File: config.mk
export PLATFORM = sky130hd
export DESIGN_NAME = interval_timer_with_pause
export DESIGN_NICKNAME = d
export VERILOG_FILES = /design/src/rtl/core/itwp_pkg.sv /design/src/rtl/core/interval_timer_with_pause.sv /design/src/rtl/core/itwp_front.sv /design/src/rtl/core/itwp_queue.sv /design/src/rtl/core/itwp_back.sv
export SDC_FILE = /design/constraint.sdc
export NUM_CORES = 1
export LEC_CHECK = 0
export BUFFER_PORTS_ARGS = -buffer_cell sky130_fd_sc_hd__buf_2
export CAP_MARGIN = 5
export CORE_MARGIN = 2
export CORE_UTILIZATION = 55
export DETAILED_ROUTE_END_ITERATION = 7
export GPL_TIMING_DRIVEN = 0
export PLACE_DENSITY = 0.77
export REMOVE_ABC_BUFFERS = 1
export SLEW_MARGIN = 20
export SYNTH_ARGS = -nofsm -noshare
export SYNTH_HDL_FRONTEND = slang
export SYNTH_SLANG_ARGS = --single-unit
File: constraint.sdc
create_clock -name clk -period 5.7 [get_ports clk]
set_input_delay 1.71 -clock clk [delete_from_list [all_inputs] [get_ports clk]]
set_output_delay 1.71 -clock clk [all_outputs]
set_load 0.01 [all_outputs]
File: src/rtl/core/itwp_pkg.sv
// Shared types and constants for the interval timer with pause.
// Operation codes, item classes, queue sizing, the queued item and the register set.
// No dependencies.
package itwp_pkg;

  localparam int TIME_WIDTH_DEF = 64;
  localparam int NOW_W          = 64;
  localparam int AGE_W          = 64;
  localparam int INTERVAL_W     = 32;
  localparam int OP_W           = 3;

  localparam int QUEUE_DEPTH = 2;

  // Operation codes as they arrive on the input channel.
  localparam logic [OP_W-1:0] OP_UPDATE = 3'd0;
  localparam logic [OP_W-1:0] OP_START  = 3'd1;
  localparam logic [OP_W-1:0] OP_STOP   = 3'd2;
  localparam logic [OP_W-1:0] OP_PAUSE  = 3'd3;
  localparam logic [OP_W-1:0] OP_RESUME = 3'd4;

  // Item classes handed from the front end to the back end.
  localparam int CLS_W = 3;
  localparam logic [CLS_W-1:0] CLS_NONE   = 3'd0;
  localparam logic [CLS_W-1:0] CLS_UPDATE = 3'd1;
  localparam logic [CLS_W-1:0] CLS_START  = 3'd2;
  localparam logic [CLS_W-1:0] CLS_STOP   = 3'd3;
  localparam logic [CLS_W-1:0] CLS_PAUSE  = 3'd4;
  localparam logic [CLS_W-1:0] CLS_RESUME = 3'd5;

  // Register indexes on the configuration port.
  localparam int REG_IDX_W = 2;
  localparam logic [REG_IDX_W-1:0] REG_INTERVAL    = 2'd0;
  localparam logic [REG_IDX_W-1:0] REG_USE_TICKS   = 2'd1;
  localparam logic [REG_IDX_W-1:0] REG_PAUSABLE    = 2'd2;
  localparam logic [REG_IDX_W-1:0] REG_SINGLE_SHOT = 2'd3;

  typedef struct packed {
    logic [CLS_W-1:0] cls;
    logic [NOW_W-1:0] now;
    logic             paused;
    logic             tick;
  } item_t;

  typedef struct packed {
    logic [INTERVAL_W-1:0] interval;
    logic                  use_ticks;
    logic                  pausable;
    logic                  single_shot;
  } cfg_t;

endpackage

File: src/rtl/core/interval_timer_with_pause.sv
// Top level of the interval timer with pause: configuration registers and the
// front end, queue and back end. Depends on itwp_pkg, itwp_front, itwp_queue, itwp_back.
//
// One interval timer driven by operation beats (update, start, stop, pause,
// resume); every accepted beat yields exactly one result beat with fired,
// running and elapsed. For start, stop, pause, resume, an ignored code or an
// update while stopped or frozen the back end goes from S_IDLE straight to S_OUT;
// any other update passes through S_CMP, and a periodic update that fires with
// a nonzero interval (single_shot clear) then passes through S_DIV, where the
// remainder of the 64-bit age by the 32-bit interval is found one
// bit per cycle in the back end. A two-entry queue lets the input side take up
// to two beats ahead of the back end while a result waits at the output. Only
// the low TIME_WIDTH bits of now are used, and time differences wrap at that width.
// Registers at byte addresses 0 interval, 4 use_ticks, 8 pausable,
// 12 single_shot; write them only while no item is in flight.
module interval_timer_with_pause #(
  parameter int TIME_WIDTH = itwp_pkg::TIME_WIDTH_DEF
) (
  input  logic                          clk,
  input  logic                          rst,
  input  logic                          psel,
  input  logic                          penable,
  input  logic                          pwrite,
  input  logic [3:0]                    paddr,
  input  logic [31:0]                   pwdata,
  output logic [31:0]                   prdata,
  output logic                          pready,
  input  logic                          in_valid,
  output logic                          in_stall,
  input  logic [itwp_pkg::OP_W-1:0]     operation,
  input  logic [itwp_pkg::NOW_W-1:0]    now,
  input  logic                          paused,
  input  logic                          tick,
  output logic                          out_valid,
  input  logic                          out_stall,
  output logic                          fired,
  output logic                          running,
  output logic [itwp_pkg::AGE_W-1:0]    elapsed
);
  import itwp_pkg::*;

  cfg_t                 cfg;
  logic [REG_IDX_W-1:0] reg_idx;
  logic                 wr_en;

  logic  q_full;
  logic  q_push;
  item_t q_push_item;
  logic  q_pop;
  logic  q_not_empty;
  item_t q_head;

  assign pready  = 1'b1;
  assign reg_idx = paddr[3:2];
  assign wr_en   = psel && penable && pwrite && pready;

  always_ff @(posedge clk) begin
    if (rst) begin
      cfg <= '0;
    end else if (wr_en) begin
      case (reg_idx)
        REG_INTERVAL:    cfg.interval    <= pwdata;
        REG_USE_TICKS:   cfg.use_ticks   <= pwdata[0];
        REG_PAUSABLE:    cfg.pausable    <= pwdata[0];
        REG_SINGLE_SHOT: cfg.single_shot <= pwdata[0];
        default: begin
        end
      endcase
    end
  end

  always_comb begin
    case (reg_idx)
      REG_INTERVAL:    prdata = cfg.interval;
      REG_USE_TICKS:   prdata = 32'(cfg.use_ticks);
      REG_PAUSABLE:    prdata = 32'(cfg.pausable);
      REG_SINGLE_SHOT: prdata = 32'(cfg.single_shot);
      default:         prdata = '0;
    endcase
  end

  itwp_front #(
    .TIME_WIDTH(TIME_WIDTH)
  ) u_front (
    .in_valid  (in_valid),
    .in_stall  (in_stall),
    .operation (operation),
    .now       (now),
    .paused    (paused),
    .tick      (tick),
    .q_full    (q_full),
    .q_push    (q_push),
    .q_item    (q_push_item)
  );

  itwp_queue #(
    .DEPTH(QUEUE_DEPTH)
  ) u_queue (
    .clk       (clk),
    .rst       (rst),
    .push      (q_push),
    .push_item (q_push_item),
    .full      (q_full),
    .pop       (q_pop),
    .not_empty (q_not_empty),
    .head      (q_head)
  );

  itwp_back #(
    .TIME_WIDTH(TIME_WIDTH)
  ) u_back (
    .clk       (clk),
    .rst       (rst),
    .cfg       (cfg),
    .q_valid   (q_not_empty),
    .q_item    (q_head),
    .q_pop     (q_pop),
    .out_valid (out_valid),
    .out_stall (out_stall),
    .fired     (fired),
    .running   (running),
    .elapsed   (elapsed)
  );

endmodule

File: src/rtl/core/itwp_front.sv
// Front end: takes input beats, decodes the operation and trims the time stamp.
// Pushes one classified item per accepted beat into the queue. Uses itwp_pkg.
module itwp_front #(
  parameter int TIME_WIDTH = itwp_pkg::TIME_WIDTH_DEF
) (
  input  logic                          in_valid,
  output logic                          in_stall,
  input  logic [itwp_pkg::OP_W-1:0]     operation,
  input  logic [itwp_pkg::NOW_W-1:0]    now,
  input  logic                          paused,
  input  logic                          tick,
  input  logic                          q_full,
  output logic                          q_push,
  output itwp_pkg::item_t               q_item
);
  import itwp_pkg::*;

  logic [CLS_W-1:0] cls;

  always_comb begin
    case (operation)
      OP_UPDATE: cls = CLS_UPDATE;
      OP_START:  cls = CLS_START;
      OP_STOP:   cls = CLS_STOP;
      OP_PAUSE:  cls = CLS_PAUSE;
      OP_RESUME: cls = CLS_RESUME;
      default:   cls = CLS_NONE;
    endcase
  end

  assign in_stall = q_full;
  assign q_push   = in_valid && !q_full;

  always_comb begin
    q_item.cls    = cls;
    q_item.now    = NOW_W'(now[TIME_WIDTH-1:0]);
    q_item.paused = paused;
    q_item.tick   = tick;
  end

endmodule

File: src/rtl/core/itwp_queue.sv
// Short FIFO between front and back end, built from flip-flops.
// Holds itwp_pkg::item_t entries. Uses itwp_pkg.
module itwp_queue #(
  parameter int DEPTH = itwp_pkg::QUEUE_DEPTH
) (
  input  logic            clk,
  input  logic            rst,
  input  logic            push,
  input  itwp_pkg::item_t push_item,
  output logic            full,
  input  logic            pop,
  output logic            not_empty,
  output itwp_pkg::item_t head
);
  import itwp_pkg::*;

  localparam int PTR_W = (DEPTH > 1) ? $clog2(DEPTH) : 1;
  localparam int CNT_W = $clog2(DEPTH + 1);

  item_t            entries [DEPTH];
  logic [PTR_W-1:0] wr_ptr;
  logic [PTR_W-1:0] rd_ptr;
  logic [CNT_W-1:0] count;

  assign full      = (count == CNT_W'(DEPTH));
  assign not_empty = (count != '0);
  assign head      = entries[rd_ptr];

  function automatic logic [PTR_W-1:0] ptr_inc(input logic [PTR_W-1:0] p);
    ptr_inc = (p == PTR_W'(DEPTH - 1)) ? '0 : p + 1'b1;
  endfunction

  always_ff @(posedge clk) begin
    if (push) begin
      entries[wr_ptr] <= push_item;
    end
  end

  always_ff @(posedge clk) begin
    if (rst) begin
      wr_ptr <= '0;
      rd_ptr <= '0;
      count  <= '0;
    end else begin
      if (push) begin
        wr_ptr <= ptr_inc(wr_ptr);
      end
      if (pop) begin
        rd_ptr <= ptr_inc(rd_ptr);
      end
      if (push && !pop) begin
        count <= count + 1'b1;
      end else if (pop && !push) begin
        count <= count - 1'b1;
      end
    end
  end

endmodule

File: src/rtl/core/itwp_back.sv
// Back end: timer state, age update, interval compare and bit-serial remainder.
// Presents one result beat per item from its own registers. Uses itwp_pkg.
module itwp_back #(
  parameter int TIME_WIDTH = itwp_pkg::TIME_WIDTH_DEF
) (
  input  logic                          clk,
  input  logic                          rst,
  input  itwp_pkg::cfg_t                cfg,
  input  logic                          q_valid,
  input  itwp_pkg::item_t               q_item,
  output logic                          q_pop,
  output logic                          out_valid,
  input  logic                          out_stall,
  output logic                          fired,
  output logic                          running,
  output logic [itwp_pkg::AGE_W-1:0]    elapsed
);
  import itwp_pkg::*;

  localparam int ST_W = 2;
  localparam logic [ST_W-1:0] S_IDLE = 2'd0;
  localparam logic [ST_W-1:0] S_CMP  = 2'd1;
  localparam logic [ST_W-1:0] S_DIV  = 2'd2;
  localparam logic [ST_W-1:0] S_OUT  = 2'd3;

  localparam int CNT_W = $clog2(AGE_W);

  logic [ST_W-1:0]       state;
  logic [AGE_W-1:0]      age;
  logic [TIME_WIDTH-1:0] last_time;
  logic                  active;
  logic                  fired_r;
  logic [INTERVAL_W:0]   rem;
  logic [CNT_W-1:0]      cnt;

  logic [TIME_WIDTH-1:0] now_tw;
  logic [TIME_WIDTH-1:0] delta;
  logic [AGE_W-1:0]      addend;
  logic [AGE_W:0]        sum_full;
  logic [AGE_W-1:0]      sum_sat;
  logic                  frozen;
  logic [INTERVAL_W:0]   rem_sh;
  logic [INTERVAL_W:0]   rem_next;

  assign now_tw   = q_item.now[TIME_WIDTH-1:0];
  assign delta    = now_tw - last_time;
  assign frozen   = q_item.paused && cfg.pausable;
  assign addend   = cfg.use_ticks ? AGE_W'(q_item.tick) : AGE_W'(delta);
  assign sum_full = {1'b0, age} + {1'b0, addend};
  assign sum_sat  = sum_full[AGE_W] ? '1 : sum_full[AGE_W-1:0];

  // One quotient bit per cycle: bring in the next dividend bit, subtract if it fits.
  assign rem_sh   = {rem[INTERVAL_W-1:0], age[AGE_W-1]};
  assign rem_next = (rem_sh >= {1'b0, cfg.interval}) ? rem_sh - {1'b0, cfg.interval} : rem_sh;

  assign q_pop     = (state == S_IDLE) && q_valid;
  assign out_valid = (state == S_OUT);
  assign fired     = fired_r;
  assign running   = active;
  assign elapsed   = age;

  always_ff @(posedge clk) begin
    if (rst) begin
      state     <= S_IDLE;
      age       <= '0;
      last_time <= '0;
      active    <= 1'b0;
      fired_r   <= 1'b0;
      rem       <= '0;
      cnt       <= '0;
    end else begin
      case (state)
        S_IDLE: begin
          if (q_valid) begin
            fired_r <= 1'b0;
            state   <= S_OUT;
            case (q_item.cls)
              CLS_UPDATE: begin
                if (active) begin
                  if (frozen) begin
                    last_time <= now_tw;
                  end else begin
                    age   <= sum_sat;
                    state <= S_CMP;
                    if (!cfg.use_ticks) begin
                      last_time <= now_tw;
                    end
                  end
                end
              end
              CLS_START: begin
                age <= '0;
                if (!cfg.use_ticks || !active) begin
                  last_time <= now_tw;
                end
                active <= 1'b1;
              end
              CLS_STOP: begin
                active <= 1'b0;
                age    <= '0;
              end
              CLS_PAUSE: begin
                active <= 1'b0;
              end
              CLS_RESUME: begin
                if (!active) begin
                  active    <= 1'b1;
                  last_time <= now_tw;
                end
              end
              default: begin
              end
            endcase
          end
        end
        S_CMP: begin
          state <= S_OUT;
          if (age >= AGE_W'(cfg.interval)) begin
            fired_r <= 1'b1;
            if (cfg.single_shot) begin
              active <= 1'b0;
            end else if (cfg.interval != '0) begin
              rem   <= '0;
              cnt   <= '0;
              state <= S_DIV;
            end
          end
        end
        S_DIV: begin
          // Shift the dividend out of the age register; the remainder replaces it at the end.
          cnt <= cnt + 1'b1;
          if (cnt == CNT_W'(AGE_W - 1)) begin
            age   <= AGE_W'(rem_next[INTERVAL_W-1:0]);
            state <= S_OUT;
          end else begin
            rem <= rem_next;
            age <= {age[AGE_W-2:0], 1'b0};
          end
        end
        S_OUT: begin
          if (!out_stall) begin
            state <= S_IDLE;
          end
        end
        default: begin
          state <= S_IDLE;
        end
      endcase
    end
  end

endmodule
==> results.py <==
metrics = {
    "outcome": {
        "status": "finished with violations",
        "violations": "setup timing",
    },
    "worst_setup_path": {
        "reg2reg_depth": 30,
        "critPathMaxStageDelay_ns": 0.43,
        "path_max_fanout": 7,
        "rr_endpoint": "u_back.elapsed[43]",
        "crit_path_end_kind": "flop",
        "r2r_slack_ns": -0.33,
        "critPathRequiredTime_ns": 6.14,
        "cp.arrival_ns": 6.48,
        "cp_slowest_cell": "ha_1",
        "cpMostUsedCell": "buf_12",
        "start_kind": "flop",
        "critical_path_class": "reg2reg",
    },
    "synth": {
        "avgSynthCellArea_um2": 8.32,
        "yosys-top-cells-area": "dfxtp_1 17%, edfxtp_1 17%, ha_1 10%",
        "synthDominantCellAreaShare": 0.170,
        "ys_seq_elements": 348,
        "synth-edff-count": 138,
        "ys.flop_type": "dfxtp_1",
        "synth_top_area_cell": "dfxtp_1",
        "synth.cell_area_um2": 24800,
        "synth_async_sr_flop_share": 0,
        "syn_inst": 2978,
        "ys_seq_area_frac": 0.337,
        "yosysWarnings": 0,
        "ys_types": 99,
    },
    "timing": {
        "worstMarginPinSlew_ns": 1.06,
        "fin_ws_ns": -0.335,
        "post-route-period-util": 1.06,
        "final-setup-viol-count": 64,
        "min_period_ns": 6.03,
        "hold_viol": 0,
        "fmax_ghz": 0.166,
        "rsz0062_at_grt": "yes",
        "worst_clock_skew_ns": 0.0350,
        "drv_slew": 0,
        "max_slew_margin": 0.290,
    },
    "global_route": {
        "antenna_found_initial": 0,
        "grt_use_total": 0.314,
        "first_global_vias": 22300,
        "grt_pass1_wl_um": 118000,
        "grt_max_degree": 126,
        "gr-total-overflow": 0,
    },
    "finish": {
        "antenna_cells": 0,
        "syn2layout_area_growth_pct": 21.1,
        "nets": 3506,
        "drive_gt1_frac": 0.221,
        "fin_area_um2": 30000,
        "nFillCells": 3530,
        "instances_no_fill": 3811,
    },
    "drt": {
        "drtPass1Iterations": 5,
        "ant_nets": 0,
        "wl_per_cell_um": 20.3,
        "drt_iter0_drc": 1965,
        "via_count": 23600,
        "routed_wl_um": 77200,
        "drc": 0,
        "via_per_inst": 6.20,
    },
    "min_path": {
        "whs_endpoint": "cfg[6]",
        "hold_depth": 2,
        "min-delay-start": "cfg[6]",
        "hold_class": "reg2reg",
    },
    "run": {
        "max_cap_violations": 0,
    },
    "die": {
        "io_pins": 213,
        "dieHeight_um": 216,
        "dieArea_um2": 46800,
        "die_width_um": 216,
        "initial_core_util": 0.559,
        "num_rows": 77,
        "core_area_um2": 44300,
    },
    "clock_network": {
        "cts_tree": "built",
        "root_buffer": "clkbuf_16",
        "ctsHtreeMaxLevel": 2,
        "clk_pin_slew_ns": 0.06,
        "clock_latency_ns": 0.59,
        "clock_sinks": 348,
        "cts_made_buffers": 40,
        "cts_buffer_depth": 3,
    },
    "placement": {
        "port_buffers": 209,
        "finalWeightedCongestion": 0.989,
        "placed_cell_area_um2": 26500,
        "hpwl_um": 54400,
        "dpl.cell_count": 3652,
    },
}
## worst max-delay path: cells and delay by family (launching register included)
family | cells | cell delay, ns
multiplexers | 1 | 0.35
XOR/XNOR | 1 | 0.13
AND/OR/NAND/NOR | 8 | 1.41
adder cells (fa/ha/maj) | 2 | 0.69
flip-flops | 1 | 0.37
buffers and inverters | 7 | 0.97
AO/OA/AOI/OAI | 11 | 1.92
## what timing repair did
item / in CTS / in global routing
resized for setup: 207 / 72
hold buffers: 0 / 0
pin swaps: 76 / 41
cloned: 6 / 1
setup endpoints to repair: 68 / 77
buffers inserted: 59 / 21
## worst max path at each step
stage / depth (start not counted) / start / slack [ns] / end
2_1_floorplan: 6 / flop / -12.76 / u_back.last_time[0]
3_3_place_gp: 7 / flop / -19.01 / u_back.last_time[0]
3_5_place_dp: 28 / flop / -1.76 / u_back.elapsed[63]
4_1_cts: 32 / flop / -0.20 / u_back.elapsed[42]
5_1_grt: 28 / flop / -0.56 / u_back.elapsed[63]
6_report: 30 / flop / -0.33 / u_back.elapsed[43]
## cells in the mapped netlist, types with 5 or more instances
cell type,instances
nor2_1,415
a21oi_1,333
nand2_1,245
dfxtp_1,210
ha_1,204
edfxtp_1,138
inv_1,138
clkbuf_1,132
o21ai_0,129
a21o_1,88
xnor2_1,88
nor3_1,77
mux2_2,69
xor2_1,63
a211oi_1,58
nand4_1,53
nand3_1,49
o211ai_1,36
mux2i_1,34
o21bai_1,34
a31oi_1,28
o21ai_1,28
o21a_1,26
nor4_1,20
and3_1,19
nor2b_1,17
a221oi_1,14
a311oi_1,13
and2_1,13
buf_2,13
nand2b_1,13
a221oi_2,9
a22oi_1,9
buf_1,9
a2111oi_0,8
a21boi_0,8
nor3b_1,8
or2_2,8
nor3_2,6
or3_1,5
or4_1,5
## layout make-up
class | instances | area (µm²) | area share
Timing Repair Buffer | 325 | 2410 | 0.0804
Multi-Input combinational cell | 2333 | 16600 | 0.554
Inverter | 139 | 529 | 0.0176
Clock buffer | 56 | 1170 | 0.0391
Tap cell | 592 | 741 | 0.0247
Clock inverter | 18 | 179 | 0.00596
Sequential cell | 348 | 8360 | 0.278
## state kept, by name (all words and copies together), names as in the netlist, named ones only
signal / cells
u_back.state: 2
u_back.last_time: 64
u_back.elapsed: 64
cfg: 35
u_queue.wr_ptr: 1
u_back.cnt: 6
u_back.running: 1
u_queue.rd_ptr: 1
u_back.rem: 32
u_back.fired: 1
u_queue.entries: 138
u_queue.count: 2
## layout by cell type, fill, tap and decap left out, types with 11 or more instances in the layout
cell / Yosys / layout
nor2_1: 415 / 404
a21oi_1: 333 / 303
nand2_1: 245 / 242
buf_2: 13 / 216
dfxtp_1: 210 / 208
ha_1: 204 / 160
edfxtp_1: 138 / 138
inv_1: 138 / 136
o21ai_0: 129 / 106
a21o_1: 88 / 88
xnor2_1: 88 / 86
nor3_1: 77 / 69
mux2_2: 69 / 68
buf_4: 3 / 65
xor2_1: 63 / 63
nand4_1: 53 / 53
nand3_1: 49 / 48
a211oi_1: 58 / 43
clkbuf_16: 0 / 43
o21ai_1: 28 / 38
o211ai_1: 36 / 36
mux2i_1: 34 / 32
o21bai_1: 34 / 32
a21oi_2: 3 / 27
ha_4: 0 / 27
o21a_1: 26 / 25
a31oi_1: 28 / 18
a211oi_2: 3 / 18
nor4_1: 20 / 17
ha_2: 0 / 17
nor2b_1: 17 / 16
and3_1: 19 / 16
buf_12: 0 / 15
nand2b_1: 13 / 13
a221oi_2: 9 / 13
buf_16: 0 / 13
o21ai_2: 2 / 12
nor3_2: 6 / 12
and2_1: 13 / 11
## metrics by stage
stage / setup TNS (ns) / hold slack [ns] / utilization / setup slack (ns)
after global routing: -28.17 / 0.491 / 0.677 / -0.564
after CTS: -5.06 / 0.474 / 0.666 / -0.198
after floorplan: -882.13 / 0.443 / - / -12.76
final: -14.69 / 0.476 / 0.677 / -0.335
after global placement: -1536.00 / 0.455 / 0.585 / -19.01
after detailed placement: -94.54 / 0.466 / 0.597 / -1.76
## per-layer routing
metal / global-route usage / routed length, µm
met1: 0.417 / 33000
met2: 0.506 / 35100
met3: 0.0473 / 5620
met4: 0.145 / 3490
met5: 0 / 0
## logic make-up after synthesis
| family | count (synthesis) | share of synthesized area |
|---|---|---|
| AOI/OAI and AO/OA | 895 | 0.235 |
| xor gates and xnor gates | 151 | 0.0533 |
| adders and majority gates | 207 | 0.105 |
| buffers and inverters | 299 | 0.0473 |
| DFF | 348 | 0.337 |
| muxes | 104 | 0.0460 |
| other | 1 | 0.000151 |
| and+or+nand+nor | 973 | 0.176 |
Power is not shown: default switching activity piles up to over one toggle a cycle in this logic, so the estimate is an artifact.
